### src/nge_pkg.sv
package nge_pkg;

	localparam int MAX_ITEMS  = 64;
	localparam int VALUE_BITS = 16;

	localparam int CNT_W = $clog2(MAX_ITEMS + 1);
	localparam int IDX_W = $clog2(MAX_ITEMS);
	localparam int POS_W = 6;
	localparam int ANS_W = VALUE_BITS + 1;

	localparam int PADDR_W = 2;
	localparam int PDATA_W = 32;

	localparam logic [PADDR_W-1:0] REG_DIRECTION = PADDR_W'(0);

	typedef enum logic {
		DIR_PREVIOUS = 1'b0,
		DIR_NEXT     = 1'b1
	} dir_t;

endpackage

### src/nge_if.sv
interface nge_in_if;
	import nge_pkg::*;

	logic                  valid;
	logic                  ready;
	logic [VALUE_BITS-1:0] value;
	logic                  last_item;

	modport source (output valid, output value, output last_item, input ready);
	modport sink   (input valid, input value, input last_item, output ready);
endinterface

interface nge_out_if;
	import nge_pkg::*;

	logic                  valid;
	logic                  ready;
	logic [POS_W-1:0]      position;
	logic                  found;
	logic [VALUE_BITS-1:0] greater_value;
	logic                  overflow;
	logic                  last_result;

	modport source (
		output valid, output position, output found, output greater_value,
		output overflow, output last_result, input ready
	);
	modport sink (
		input valid, input position, input found, input greater_value,
		input overflow, input last_result, output ready
	);
endinterface

### src/nge_ram.sv
module nge_ram #(
	parameter int WIDTH = 16,
	parameter int DEPTH = 64
) (
	input  logic                     clk,
	input  logic                     we,
	input  logic [$clog2(DEPTH)-1:0] waddr,
	input  logic [WIDTH-1:0]         wdata,
	input  logic                     re,
	input  logic [$clog2(DEPTH)-1:0] raddr,
	output logic [WIDTH-1:0]         rdata
);

	logic [WIDTH-1:0] mem [DEPTH];

	always_ff @(posedge clk) begin
		if (we) begin
			mem[waddr] <= wdata;
		end
		if (re) begin
			rdata <= mem[raddr];
		end
	end

endmodule

### src/nearest_greater_element.sv
// Previous mode: each accepted element runs S_POP, plus S_POPW per popped stack entry;
//   its result is registered when no pop is left and the output slot is free; next
//   transaction taken the cycle after. Next mode: elements are buffered; the last starts
//   a sweep down through S_SWP_RD, S_SWP_LD, S_POP (S_POPW per pop), then S_EMIT_RD and
//   S_EMIT emit results in order. Each pop reads the new top from the stack RAM.
// arst_n clears control, counts and direction; RAM contents are not cleared.
module nearest_greater_element (
	input  logic                        clk,
	input  logic                        arst_n,
	input  logic                        psel,
	input  logic                        penable,
	input  logic                        pwrite,
	input  logic [nge_pkg::PADDR_W-1:0] paddr,
	input  logic [nge_pkg::PDATA_W-1:0] pwdata,
	output logic [nge_pkg::PDATA_W-1:0] prdata,
	output logic                        pready,
	nge_in_if.sink                      items,
	nge_out_if.source                   results
);
	import nge_pkg::*;

	typedef enum logic [2:0] {
		S_IDLE,
		S_POP,
		S_POPW,
		S_SWP_RD,
		S_SWP_LD,
		S_EMIT_RD,
		S_EMIT
	} state_t;

	state_t                state_q;
	dir_t                  direction_q;
	dir_t                  dir_q;
	logic [VALUE_BITS-1:0] v_q;
	logic [VALUE_BITS-1:0] top_q;
	logic                  last_q;
	logic [IDX_W-1:0]      idx_q;
	logic [CNT_W-1:0]      item_cnt_q;
	logic [CNT_W-1:0]      stk_cnt_q;
	logic                  overflow_q;

	logic                  out_valid_q;
	logic [POS_W-1:0]      out_pos_q;
	logic                  out_found_q;
	logic [VALUE_BITS-1:0] out_val_q;
	logic                  out_ovf_q;
	logic                  out_last_q;

	logic                  in_acc;
	logic                  item_ok;
	logic                  slot_free;
	logic                  pop;
	logic                  advance;
	logic                  out_load;
	logic                  found_c;
	logic [VALUE_BITS-1:0] gval_c;
	logic                  emit_last;
	logic                  cfg_wr;

	logic                  vbuf_we;
	logic                  vbuf_re;
	logic [VALUE_BITS-1:0] vbuf_rdata;
	logic                  stk_we;
	logic                  stk_re;
	logic [IDX_W-1:0]      stk_raddr;
	logic [VALUE_BITS-1:0] stk_rdata;
	logic                  abuf_we;
	logic                  abuf_re;
	logic [ANS_W-1:0]      abuf_rdata;

	assign pready = 1'b1;
	assign prdata = PDATA_W'(direction_q);
	assign cfg_wr = psel && penable && pwrite;

	assign items.ready = (state_q == S_IDLE);
	assign in_acc      = items.valid && items.ready;
	assign item_ok     = (item_cnt_q < CNT_W'(MAX_ITEMS));
	assign slot_free   = !out_valid_q || results.ready;

	assign pop       = (stk_cnt_q != '0) && (top_q <= v_q);
	assign found_c   = (stk_cnt_q != '0);
	assign gval_c    = found_c ? top_q : '0;
	assign advance   = (state_q == S_POP) && !pop && (dir_q == DIR_NEXT || slot_free);
	assign emit_last = (CNT_W'(idx_q) + CNT_W'(1)) == item_cnt_q;
	assign out_load  = (advance && dir_q == DIR_PREVIOUS) || (state_q == S_EMIT && slot_free);

	assign vbuf_we   = in_acc && item_ok;
	assign vbuf_re   = (state_q == S_SWP_RD);
	assign stk_re    = (state_q == S_POP) && pop;
	assign stk_raddr = IDX_W'(stk_cnt_q - CNT_W'(2));
	assign stk_we    = advance && (stk_cnt_q < CNT_W'(MAX_ITEMS));
	assign abuf_we   = advance && (dir_q == DIR_NEXT);
	assign abuf_re   = (state_q == S_EMIT_RD);

	nge_ram #(.WIDTH(VALUE_BITS), .DEPTH(MAX_ITEMS)) u_value_buf (
		.clk   (clk),
		.we    (vbuf_we),
		.waddr (item_cnt_q[IDX_W-1:0]),
		.wdata (items.value),
		.re    (vbuf_re),
		.raddr (idx_q),
		.rdata (vbuf_rdata)
	);

	nge_ram #(.WIDTH(VALUE_BITS), .DEPTH(MAX_ITEMS)) u_stack (
		.clk   (clk),
		.we    (stk_we),
		.waddr (stk_cnt_q[IDX_W-1:0]),
		.wdata (v_q),
		.re    (stk_re),
		.raddr (stk_raddr),
		.rdata (stk_rdata)
	);

	nge_ram #(.WIDTH(ANS_W), .DEPTH(MAX_ITEMS)) u_answer_buf (
		.clk   (clk),
		.we    (abuf_we),
		.waddr (idx_q),
		.wdata ({found_c, gval_c}),
		.re    (abuf_re),
		.raddr (idx_q),
		.rdata (abuf_rdata)
	);

	assign results.valid         = out_valid_q;
	assign results.position      = out_pos_q;
	assign results.found         = out_found_q;
	assign results.greater_value = out_val_q;
	assign results.overflow      = out_ovf_q;
	assign results.last_result   = out_last_q;

	always_ff @(posedge clk or negedge arst_n) begin
		if (!arst_n) begin
			state_q     <= S_IDLE;
			direction_q <= DIR_PREVIOUS;
			dir_q       <= DIR_PREVIOUS;
			v_q         <= '0;
			top_q       <= '0;
			last_q      <= 1'b0;
			idx_q       <= '0;
			item_cnt_q  <= '0;
			stk_cnt_q   <= '0;
			overflow_q  <= 1'b0;
			out_valid_q <= 1'b0;
			out_pos_q   <= '0;
			out_found_q <= 1'b0;
			out_val_q   <= '0;
			out_ovf_q   <= 1'b0;
			out_last_q  <= 1'b0;
		end else begin
			if (cfg_wr && paddr == REG_DIRECTION) begin
				direction_q <= dir_t'(pwdata[0]);
			end

			if (out_load) begin
				out_valid_q <= 1'b1;
				out_pos_q   <= POS_W'(idx_q);
				out_ovf_q   <= overflow_q;
				if (state_q == S_EMIT) begin
					out_found_q <= abuf_rdata[ANS_W-1];
					out_val_q   <= abuf_rdata[VALUE_BITS-1:0];
					out_last_q  <= emit_last;
				end else begin
					out_found_q <= found_c;
					out_val_q   <= gval_c;
					out_last_q  <= last_q;
				end
			end else if (results.ready) begin
				out_valid_q <= 1'b0;
			end

			case (state_q)
				S_IDLE: begin
					if (in_acc) begin
						v_q    <= items.value;
						last_q <= items.last_item;
						dir_q  <= direction_q;
						if (item_ok) begin
							item_cnt_q <= item_cnt_q + CNT_W'(1);
						end
						if (direction_q == DIR_PREVIOUS) begin
							idx_q <= item_cnt_q[IDX_W-1:0];
							if (item_ok) begin
								state_q <= S_POP;
							end else if (items.last_item) begin
								item_cnt_q <= '0;
								stk_cnt_q  <= '0;
								overflow_q <= 1'b0;
							end else begin
								overflow_q <= 1'b1;
							end
						end else begin
							if (!item_ok) begin
								overflow_q <= 1'b1;
							end
							idx_q <= item_ok ? item_cnt_q[IDX_W-1:0]
								: IDX_W'(item_cnt_q - CNT_W'(1));
							if (items.last_item) begin
								stk_cnt_q <= '0;
								state_q   <= S_SWP_RD;
							end
						end
					end
				end
				S_POP: begin
					if (pop) begin
						stk_cnt_q <= stk_cnt_q - CNT_W'(1);
						state_q   <= S_POPW;
					end else if (advance) begin
						if (dir_q == DIR_PREVIOUS && last_q) begin
							item_cnt_q <= '0;
							stk_cnt_q  <= '0;
							overflow_q <= 1'b0;
						end else if (stk_cnt_q < CNT_W'(MAX_ITEMS)) begin
							stk_cnt_q <= stk_cnt_q + CNT_W'(1);
							top_q     <= v_q;
						end
						if (dir_q == DIR_NEXT) begin
							if (idx_q == '0) begin
								state_q <= S_EMIT_RD;
							end else begin
								idx_q   <= idx_q - IDX_W'(1);
								state_q <= S_SWP_RD;
							end
						end else begin
							state_q <= S_IDLE;
						end
					end
				end
				S_POPW: begin
					top_q   <= stk_rdata;
					state_q <= S_POP;
				end
				S_SWP_RD: begin
					state_q <= S_SWP_LD;
				end
				S_SWP_LD: begin
					v_q     <= vbuf_rdata;
					state_q <= S_POP;
				end
				S_EMIT_RD: begin
					state_q <= S_EMIT;
				end
				S_EMIT: begin
					if (slot_free) begin
						if (emit_last) begin
							item_cnt_q <= '0;
							stk_cnt_q  <= '0;
							overflow_q <= 1'b0;
							state_q    <= S_IDLE;
						end else begin
							idx_q   <= idx_q + IDX_W'(1);
							state_q <= S_EMIT_RD;
						end
					end
				end
				default: begin
					state_q <= S_IDLE;
				end
			endcase
		end
	end

`ifndef SYNTHESIS
	a_stack_bound: assert property (@(posedge clk) disable iff (!arst_n)
		stk_cnt_q <= item_cnt_q)
		else $error("stack deeper than element count");

	a_item_bound: assert property (@(posedge clk) disable iff (!arst_n)
		item_cnt_q <= CNT_W'(MAX_ITEMS))
		else $error("element count beyond capacity");

	a_last_clears: assert property (@(posedge clk) disable iff (!arst_n)
		(out_load && state_q == S_EMIT && emit_last) |=>
		(item_cnt_q == '0 && stk_cnt_q == '0 && !overflow_q))
		else $error("array state not cleared after final result");

	a_popw_from_pop: assert property (@(posedge clk) disable iff (!arst_n)
		(state_q == S_POPW) |-> ($past(state_q) == S_POP && $past(pop)))
		else $error("stack read without a pop");

	a_emit_in_range: assert property (@(posedge clk) disable iff (!arst_n)
		(state_q == S_EMIT) |-> (CNT_W'(idx_q) < item_cnt_q))
		else $error("emission index past stored elements");
`endif

endmodule

### src/flat_wrapper.sv
// flat-port wrapper written by rule: the top's interface ports become plain ports
module nearest_greater_element_flat import nge_pkg::*;
  (clk, arst_n, psel, penable, pwrite, paddr, pwdata, prdata, pready, items_valid, items_value, items_last_item, items_ready, results_valid, results_position, results_found, results_greater_value, results_overflow, results_last_result, results_ready);
  nge_in_if items_i ();
  nge_out_if results_i ();
  input  logic clk;
  input  logic arst_n;
  input  logic psel;
  input  logic penable;
  input  logic pwrite;
  input  logic [nge_pkg::PADDR_W-1:0] paddr;
  input  logic [nge_pkg::PDATA_W-1:0] pwdata;
  output logic [nge_pkg::PDATA_W-1:0] prdata;
  output logic pready;
  input wire logic [$bits(items_i.valid)-1:0] items_valid;
  input wire logic [$bits(items_i.value)-1:0] items_value;
  input wire logic [$bits(items_i.last_item)-1:0] items_last_item;
  output wire logic [$bits(items_i.ready)-1:0] items_ready;
  output wire logic [$bits(results_i.valid)-1:0] results_valid;
  output wire logic [$bits(results_i.position)-1:0] results_position;
  output wire logic [$bits(results_i.found)-1:0] results_found;
  output wire logic [$bits(results_i.greater_value)-1:0] results_greater_value;
  output wire logic [$bits(results_i.overflow)-1:0] results_overflow;
  output wire logic [$bits(results_i.last_result)-1:0] results_last_result;
  input wire logic [$bits(results_i.ready)-1:0] results_ready;
  assign items_i.valid = items_valid;
  assign items_i.value = items_value;
  assign items_i.last_item = items_last_item;
  assign items_ready = items_i.ready;
  assign results_valid = results_i.valid;
  assign results_position = results_i.position;
  assign results_found = results_i.found;
  assign results_greater_value = results_i.greater_value;
  assign results_overflow = results_i.overflow;
  assign results_last_result = results_i.last_result;
  assign results_i.ready = results_ready;
  nearest_greater_element u_core (.clk(clk), .arst_n(arst_n), .psel(psel), .penable(penable), .pwrite(pwrite), .paddr(paddr), .pwdata(pwdata), .prdata(prdata), .pready(pready), .items(items_i), .results(results_i));
endmodule
### config.mk
export PLATFORM = sky130hd
export DESIGN_NAME = nearest_greater_element_flat
export DESIGN_NICKNAME = d
export VERILOG_FILES = /design/src/nge_pkg.sv /design/src/nge_if.sv /design/src/nge_ram.sv /design/src/nearest_greater_element.sv /design/src/flat_wrapper.sv
export SDC_FILE = /design/constraint.sdc
export NUM_CORES = 2
export LEC_CHECK = 0
export BUFFER_PORTS_ARGS = -buffer_cell sky130_fd_sc_hd__buf_2
export CAP_MARGIN = 40
export CORE_UTILIZATION = 65
export CTS_BUF_LIST = sky130_fd_sc_hd__clkbuf_8 sky130_fd_sc_hd__clkbuf_16
export DETAILED_ROUTE_END_ITERATION = 8
export PLACE_DENSITY_LB_ADDON = 0.05
export SLEW_MARGIN = 20
export SYNTH_ARGS = -nofsm -noshare
export SYNTH_HDL_FRONTEND = slang
export SYNTH_SLANG_ARGS = --single-unit
### constraint.sdc
create_clock -name clk -period 9.1 [get_ports clk]
set_clock_uncertainty 0.15 [all_clocks]
set_input_delay 1.365 -clock clk [delete_from_list [all_inputs] [get_ports clk]]
set_output_delay 1.365 -clock clk [all_outputs]
set_load 0.01 [all_outputs]
# Word-level counts from Yosys, hierarchy flattened
# Memories as Yosys holds them, arrays and structs flattened. A register that Yosys moved wholly into a read port is not among the register bits.
# Index checks and enable logic that the tools add are counted.
[word_totals]
mem_bits_rw = 3136
n_memories = 3
inputBits = 58
ff_bits = 85
output_inout_bits = 60
[mem_list]
columns = ["memory", "words", "width", "rd", "rd_ports_with_merged_regs", "write_ports", "line_no", "text"]
rows = [
  ["u_core.u_answer_buf.mem", 64, 17, 1, 1, 1, "nge_ram.sv:14", "logic [WIDTH-1:0] mem [DEPTH];"],
  ["u_core.u_stack.mem", 64, 16, 1, 1, 1, "nge_ram.sv:14", ""],
  ["u_core.u_value_buf.mem", 64, 16, 1, 1, 1, "nge_ram.sv:14", ""],
]
[op_classes]
n_addsub = 8
bitwise_logic = 1
n_reduce_logical = 36
n_mux = 71
n_eq_ne = 24
order_cmp = 3
[ops]
columns = ["op", "count"]
rows = [
  ["7-bit two-way mux", 18],
  ["16-bit two-way mux", 7],
  ["16-bit one-hot mux with 2 select lines", 2],
  ["6-bit two-way mux", 9],
  ["7-bit one-hot mux with 3 select lines", 2],
  ["3-bit two-way mux", 10],
  ["1-bit two-way mux", 20],
  ["3-bit one-hot mux with 6 select lines", 1],
  ["6-bit one-hot mux with 3 select lines", 1],
  ["16-bit <= comparator", 1],
  ["2-bit != test (second input constant)", 8],
  ["8-bit AND reduction", 2],
  ["7-bit by 1-bit adder with 7-bit output (second input constant)", 2],
  ["1-bit logical AND", 14],
  ["7-bit less-than comparator (second input constant)", 2],
  ["7-bit AND reduction", 2],
  ["6-bit by 1-bit subtractor with 6-bit output (second input constant)", 2],
  ["5-bit AND reduction", 2],
  ["3-bit equality test (second input constant)", 3],
  ["3-bit != test (second input constant)", 3],
  ["2-bit by 1-bit != test with 1-bit output (second input constant)", 4],
  ["6-bit by 1-bit adder with 7-bit output (second input constant)", 1],
  ["7-bit equality test", 1],
  ["7-bit nonzero test", 1],
  ["18 further kinds", 25],
]

# Depth between registers and ports, before layout
[depth]
ltp_word = 8
mapped_depth = 17
mapped_depth_nobuf = 12

# Hierarchy
# From an unflattened synthesis, not the netlist that was laid out.
[unflattened]
cells_unflattened = 6303
hier_area_um2 = 129012.5
[modules_own_cells]
columns = ["mod", "area_each_um2", "seq_area_each_um2", "n_inst", "cells_per_inst"]
rows = [
  ["nge_ram at u_core.u_stack ...", 40202.3, 31230.0, 2, 1829],
  ["nge_ram at u_core.u_answer_buf", 42578.3, 33181.8, 1, 1954],
  ["nearest_greater_element", 6029.5, 2127.0, 1, 691],
]

# Worst setup path after synthesis
# OpenSTA, ideal clock, no wires.
[synth_path]
path_kind = "reg2reg"
from = "register u_core.v_q[13]"
to = "memory u_core.u_stack.mem[32][0] (netlist: u_core.u_stack.mem[16][0]), enable pin"
synth_period_minus_slack_ns = 4.909
stages_incl_launch_ff = 13
slack_ns = 4.191
setup_time_ns = 0.389
arrival_time_ns = 4.371
cell_sequence = "dfrtp_1 inv_1 ha_1 nand4_2 nor4_4 a21boi_2 nand3b_4 a21oi_1 or4_1 buf_2 or4_4 buf_6 nor2_1"
[synth_via]
elab_chain_cells = 8
[synth_lines]
columns = ["item", "line_no", "text"]
rows = [
  ["start: declaration", "nearest_greater_element.sv:35", "logic [VALUE_BITS-1:0] v_q;"],
  ["start signal: assignment", "nearest_greater_element.sv:176", "v_q <= items.value;"],
  ["start signal: assignment", "nearest_greater_element.sv:239", "v_q <= vbuf_rdata;"],
  ["16-bit <= comparator", "nearest_greater_element.sv:81", "assign pop = (stk_cnt_q != '0) && (top_q <= v_q);"],
  ["1-bit logical AND", "nearest_greater_element.sv:81", ""],
  ["1-bit logical NOT", "nearest_greater_element.sv:84", "assign advance = (state_q == S_POP) && !pop && (dir_q == DIR_NEXT || slot_free);"],
  ["1-bit logical AND (2 in series)", "nearest_greater_element.sv:84", ""],
  ["1-bit logical AND", "nearest_greater_element.sv:92", "assign stk_we = advance && (stk_cnt_q < CNT_W'(MAX_ITEMS));"],
  ["1-bit two-way mux", "nge_ram.sv:17", "if (we) begin"],
  ["1-bit two-way mux (not written as such)", "nge_ram.sv:18", "mem[waddr] <= wdata;"],
  ["end: declaration", "nge_ram.sv:14", ""],
]
# Every way passes these cells.

# Worst setup path in the final report
[layout_path]
from = "register u_core.v_q[12]"
to = "memory u_core.u_answer_buf.mem[12][7] (netlist name), enable pin"
[layout_via]
elab_chain_cells = 8
[layout_lines]
columns = ["item", "line_no", "text"]
rows = [
  ["16-bit <= comparator", "nearest_greater_element.sv:81", ""],
  ["1-bit logical AND", "nearest_greater_element.sv:81", ""],
  ["1-bit logical NOT", "nearest_greater_element.sv:84", ""],
  ["1-bit logical AND (2 in series)", "nearest_greater_element.sv:84", ""],
  ["1-bit logical AND", "nearest_greater_element.sv:93", "assign abuf_we = advance && (dir_q == DIR_NEXT);"],
  ["1-bit two-way mux", "nge_ram.sv:17", ""],
  ["1-bit two-way mux (not written as such)", "nge_ram.sv:18", ""],
  ["end: declaration", "nge_ram.sv:14", ""],
]
# Every way passes these cells.

==> results.py <==
metrics = {
    "critical_path": {
        "cp-startpoint": "u_core.v_q[12]",
        "worstSetupStartpointType": "register",
        "cp.buffers_inverters": 3,
        "critPathMaxStageDelay_ns": 0.82,
        "cp.arrival_ns": 6.15,
        "regToRegStartpoint": "u_core.v_q[12]",
        "path_common_cell": "nor2_1",
        "r2r_setup_slack_ns": 3.44,
        "path_max_fanout": 33,
        "cp_top_family": "simple AND/OR/NAND/NOR gates",
        "path_depth": 12,
        "worstPathCellList": "buf_12 > inv_1 > ha_1 > nand4_2 > nor4_4 > a21boi_2 > nand3b_4 > o21ai_0 > nor2_1 > nand2_1 > nor2_1 > buf_4",
        "required_ns": 9.60,
        "worstSetupPathType": "register to register",
        "reg2reg_to": "u_core.u_answer_buf.mem[12][7]",
        "worstSetupEndpointType": "register",
        "r2r_cells": 12,
        "cpMaxStageDelayCell": "nor2_1",
    },
    "grt": {
        "grt_pass1_wl_um": 444000,
        "grt_pass1_vias": 63600,
        "grt_busiest_layer": "met2",
        "grt_use_total_pct": 32.5,
        "grt_max_degree": 115,
        "antenna_found_initial": 17,
        "grt_overflow": 0,
        "use_met2_pct": 51.3,
        "use_met3_pct": 5.28,
        "grt_use_met1_pct": 46.3,
    },
    "synthesis": {
        "ys_async_sr_fraction_pct": 2.60,
        "yosysSeqAreaShare_pct": 79.9,
        "syn_inst": 6359,
        "synthAdderAreaFrac_pct": 0.333,
        "synthSimpleGateAreaFrac_pct": 2.69,
        "synthXorXnorAreaFrac_pct": 0.121,
        "netlist.area_leader.share_pct": 78.2,
        "synth_top_family_by_area": "compound AO/OA/AOI/OAI gates",
        "ys_ff_latch": 3270,
        "netlist_top_cells_area": "edfxtp_1 (78%), mux4_2 (5.9%), a22oi_1 (4.3%)",
        "synthFlopType": "edfxtp_1",
        "synth_compound_area_share_pct": 9.19,
        "synthMuxAreaShare_pct": 6.15,
        "syn_avg_cell_area_um2": 19.2,
        "netlist-cell-type-count": 71,
        "mappedNetlistArea_um2": 122000,
        "synth_area_leader_cell": "edfxtp_1",
        "synth_warnings": 0,
        "synth_edf_count": 3185,
    },
    "sta": {
        "min_period_ns": 5.66,
        "fin_crit_sh_pct": 62.2,
        "rsz0062_at_grt": "no",
        "setup_viol": 0,
        "fin_tns_setup_ns": 0,
        "tightest_slew_ns": 0.895,
        "fmax_mhz": 177,
        "maxSlewHeadroom_pct": 39.8,
        "final_max_slew_viol_count": 0,
        "final-hold-violation-count": 0,
    },
    "pwr": {
        "power_density_nw_per_um2": 306,
        "p_clk_share_pct": 29.7,
        "p_int_uw": 28900,
        "switching_share_pct": 31.2,
        "power_frac_seq_pct": 44.7,
        "p_switching_uw": 13100,
        "leakagePower_uw": 0.0432,
        "pwr-share-comb_pct": 25.6,
        "irDropWorstVdd_mv": 0.247,
    },
    "cts": {
        "cts_buffers": 328,
        "cts_tree": "done",
        "clock_latency_ns": 0.96,
        "ctsResizeCount": 0,
        "hold_buffers": 0,
        "cts_root_buf": "clkbuf_16",
        "clk_pin_slew_ns": 0.06,
        "htree_num_levels": 5,
        "numClockSinks": 3270,
        "post_cts.repair.setup_buffers": 0,
        "clock_path_buffers": 4,
    },
    "drt": {
        "firstDrtPassIters": 8,
        "ant_nets": 0,
        "drc": 0,
        "routed_wl_um": 308000,
        "vias": 65600,
        "drtIter0Drc": 8986,
        "vias_per_cell": 6.98,
        "wl_per_cell_um": 32.8,
    },
    "placed_design": {
        "gp_congestion": 0.866,
        "placed_area_um2": 128000,
        "port_buffers": 54,
        "post-dp-hpwl_um": 177000,
    },
    "die": {
        "core-area_um2": 186000,
        "rows": 158,
        "die_h_um": 436,
        "start_util_pct": 65.7,
        "io_pins": 118,
        "fp.dieArea_um2": 190000,
        "dieWidth_um": 436,
    },
    "finish": {
        "layout.nets": 6779,
        "drive_above_1_share_pct": 18.4,
        "final_area_um2": 138000,
        "syn_to_final_growth_pct": 12.5,
    },
    "hold_path": {
        "hold_class": "input port to asynchronous set/reset pin",
    },
    "outcome": {
        "outcome": "finished clean",
    },
    "job": {
        "max-cap-violations": 0,
    },
}
## Yosys cell counts, types with 3 or more instances
| cell | count |
|---|---|
| a211oi_1 | 18 |
| a21oi_1 | 149 |
| a221oi_1 | 181 |
| a22o_1 | 181 |
| a22oi_1 | 698 |
| a31oi_1 | 176 |
| a41oi_1 | 32 |
| and2_1 | 20 |
| and3_1 | 4 |
| and3b_1 | 3 |
| buf_1 | 80 |
| buf_2 | 21 |
| buf_4 | 33 |
| clkbuf_1 | 302 |
| dfrtp_1 | 85 |
| edfxtp_1 | 3185 |
| ha_1 | 31 |
| inv_1 | 31 |
| mux2_2 | 9 |
| mux2i_1 | 22 |
| mux4_2 | 320 |
| nand2_1 | 145 |
| nand3_1 | 44 |
| nand3b_1 | 4 |
| nand4_1 | 81 |
| nor2_1 | 275 |
| nor2b_1 | 22 |
| nor3_1 | 25 |
| nor3b_1 | 4 |
| nor4_1 | 33 |
| o211ai_1 | 14 |
| o21ai_0 | 53 |
| o21bai_1 | 3 |
| o31ai_1 | 3 |
| or3_1 | 11 |
| or3b_2 | 3 |
| or4_1 | 3 |
| xnor2_1 | 8 |
| xor2_1 | 7 |
## stage by stage
stage / setup WS [ns] / total power [uW] / utilization (%) / hold slack [ns] / instances
after floorplan: 4.19 / 25200 / - / 0.276 / 6389
after global routing: 3.23 / 43300 / 73.9 / 0.218 / 9395
after detailed placement: 3.52 / 29800 / 68.5 / 0.300 / 8832
final: 3.44 / 42100 / 73.9 / 0.213 / 9397
after CTS: 3.50 / 42100 / 73.8 / 0.177 / 9387
after global placement: 3.30 / 29400 / 68.0 / 0.293 / 8758
## layer usage
layer | part of all wire, % | vias to the layer above
li1 | - | 27300
met4 | 4.0 | 10
met1 | 38 | 33900
met5 | 0.019 | -
met2 | 49 | 3846
met3 | 9.8 | 567
## cell type report
cell class / instances / area [um2]
well taps: 2480 / 3100
fillers: 10600 / 48600
diodes: 3 / 7.51
flip-flops and latches: 3270 / 97800
repair buffers: 407 / 3690
inverters: 34 / 128
clock inverters: 213 / 1370
clock buffers: 342 / 8470
multi-input cells: 2648 / 23000
## how the worst max path moves through the flow
stage,to,slack (ns)
final,u_core.u_answer_buf.mem[12][7],3.44
after detailed placement,u_core.u_answer_buf.mem[38][6],3.52
after global routing,u_core.u_answer_buf.mem[12][7],3.23
after global placement,u_core.u_answer_buf.mem[30][4],3.30
after CTS,u_core.u_answer_buf.mem[38][6],3.50
after floorplan,u_core.u_stack.mem[16][0],4.19
## kinds of logic (layout without fill, tap and decap cells)
group | Yosys count | in the layout
flip-flops | 3270 | 3270
other | 2 | 35
AND/OR/NAND/NOR | 692 | 692
AO/OA/AOI/OAI | 1525 | 1525
XOR/XNOR | 16 | 16
buffers and inverters | 471 | 996
multiplexers | 351 | 351
adder cells (fa/ha/maj) | 32 | 32
## cell usage in the layout, fill, tap and decap left out, drive strengths merged, types with 111 or more instances in the layout
cell type	netlist	routed
inv	33	113
mux4	320	320
a31oi	176	176
buf	135	406
clkinv	1	111
a22oi	698	698
nand2	145	145
nor2	277	277
a22o	181	181
clkbuf	302	343
a221oi	181	181
a21oi	149	149
edfxtp	3185	3185
## power by group through the flow
stage / registers (uW) / clock network (uW) / logic, uW
3_3_place_gp: 19200 / 0 / 10200
3_5_place_dp: 19100 / 0 / 10700
5_1_grt: 18800 / 13200 / 11300
6_report: 18800 / 12500 / 10800
4_1_cts: 18800 / 12600 / 10700
2_1_floorplan: 19200 / 0 / 6000
## flip-flops by register name, summed over array words and instances (netlist names), 3 cells and up
name                          flops
u_core.idx_q                      6
u_core.item_cnt_q                 7
u_core.results.greater_value     16
u_core.results.position           6
u_core.state_q                    3
u_core.stk_cnt_q                  7
u_core.top_q                     16
u_core.u_answer_buf.mem        1088
u_core.u_answer_buf.rdata        17
u_core.u_stack.mem             1024
u_core.u_stack.rdata             16
u_core.u_value_buf.mem         1024
u_core.u_value_buf.rdata         16
u_core.v_q                       16
## worst register-to-register path: cells and delay by family (launching register included)
kind            cells  cell delay [ns]
compound gates      2             0.40
fa+ha+maj           1             0.29
flops               1             0.76
simple gates        6             3.07
buf+inv             3             0.70
(Power assumes the default switching activity.)
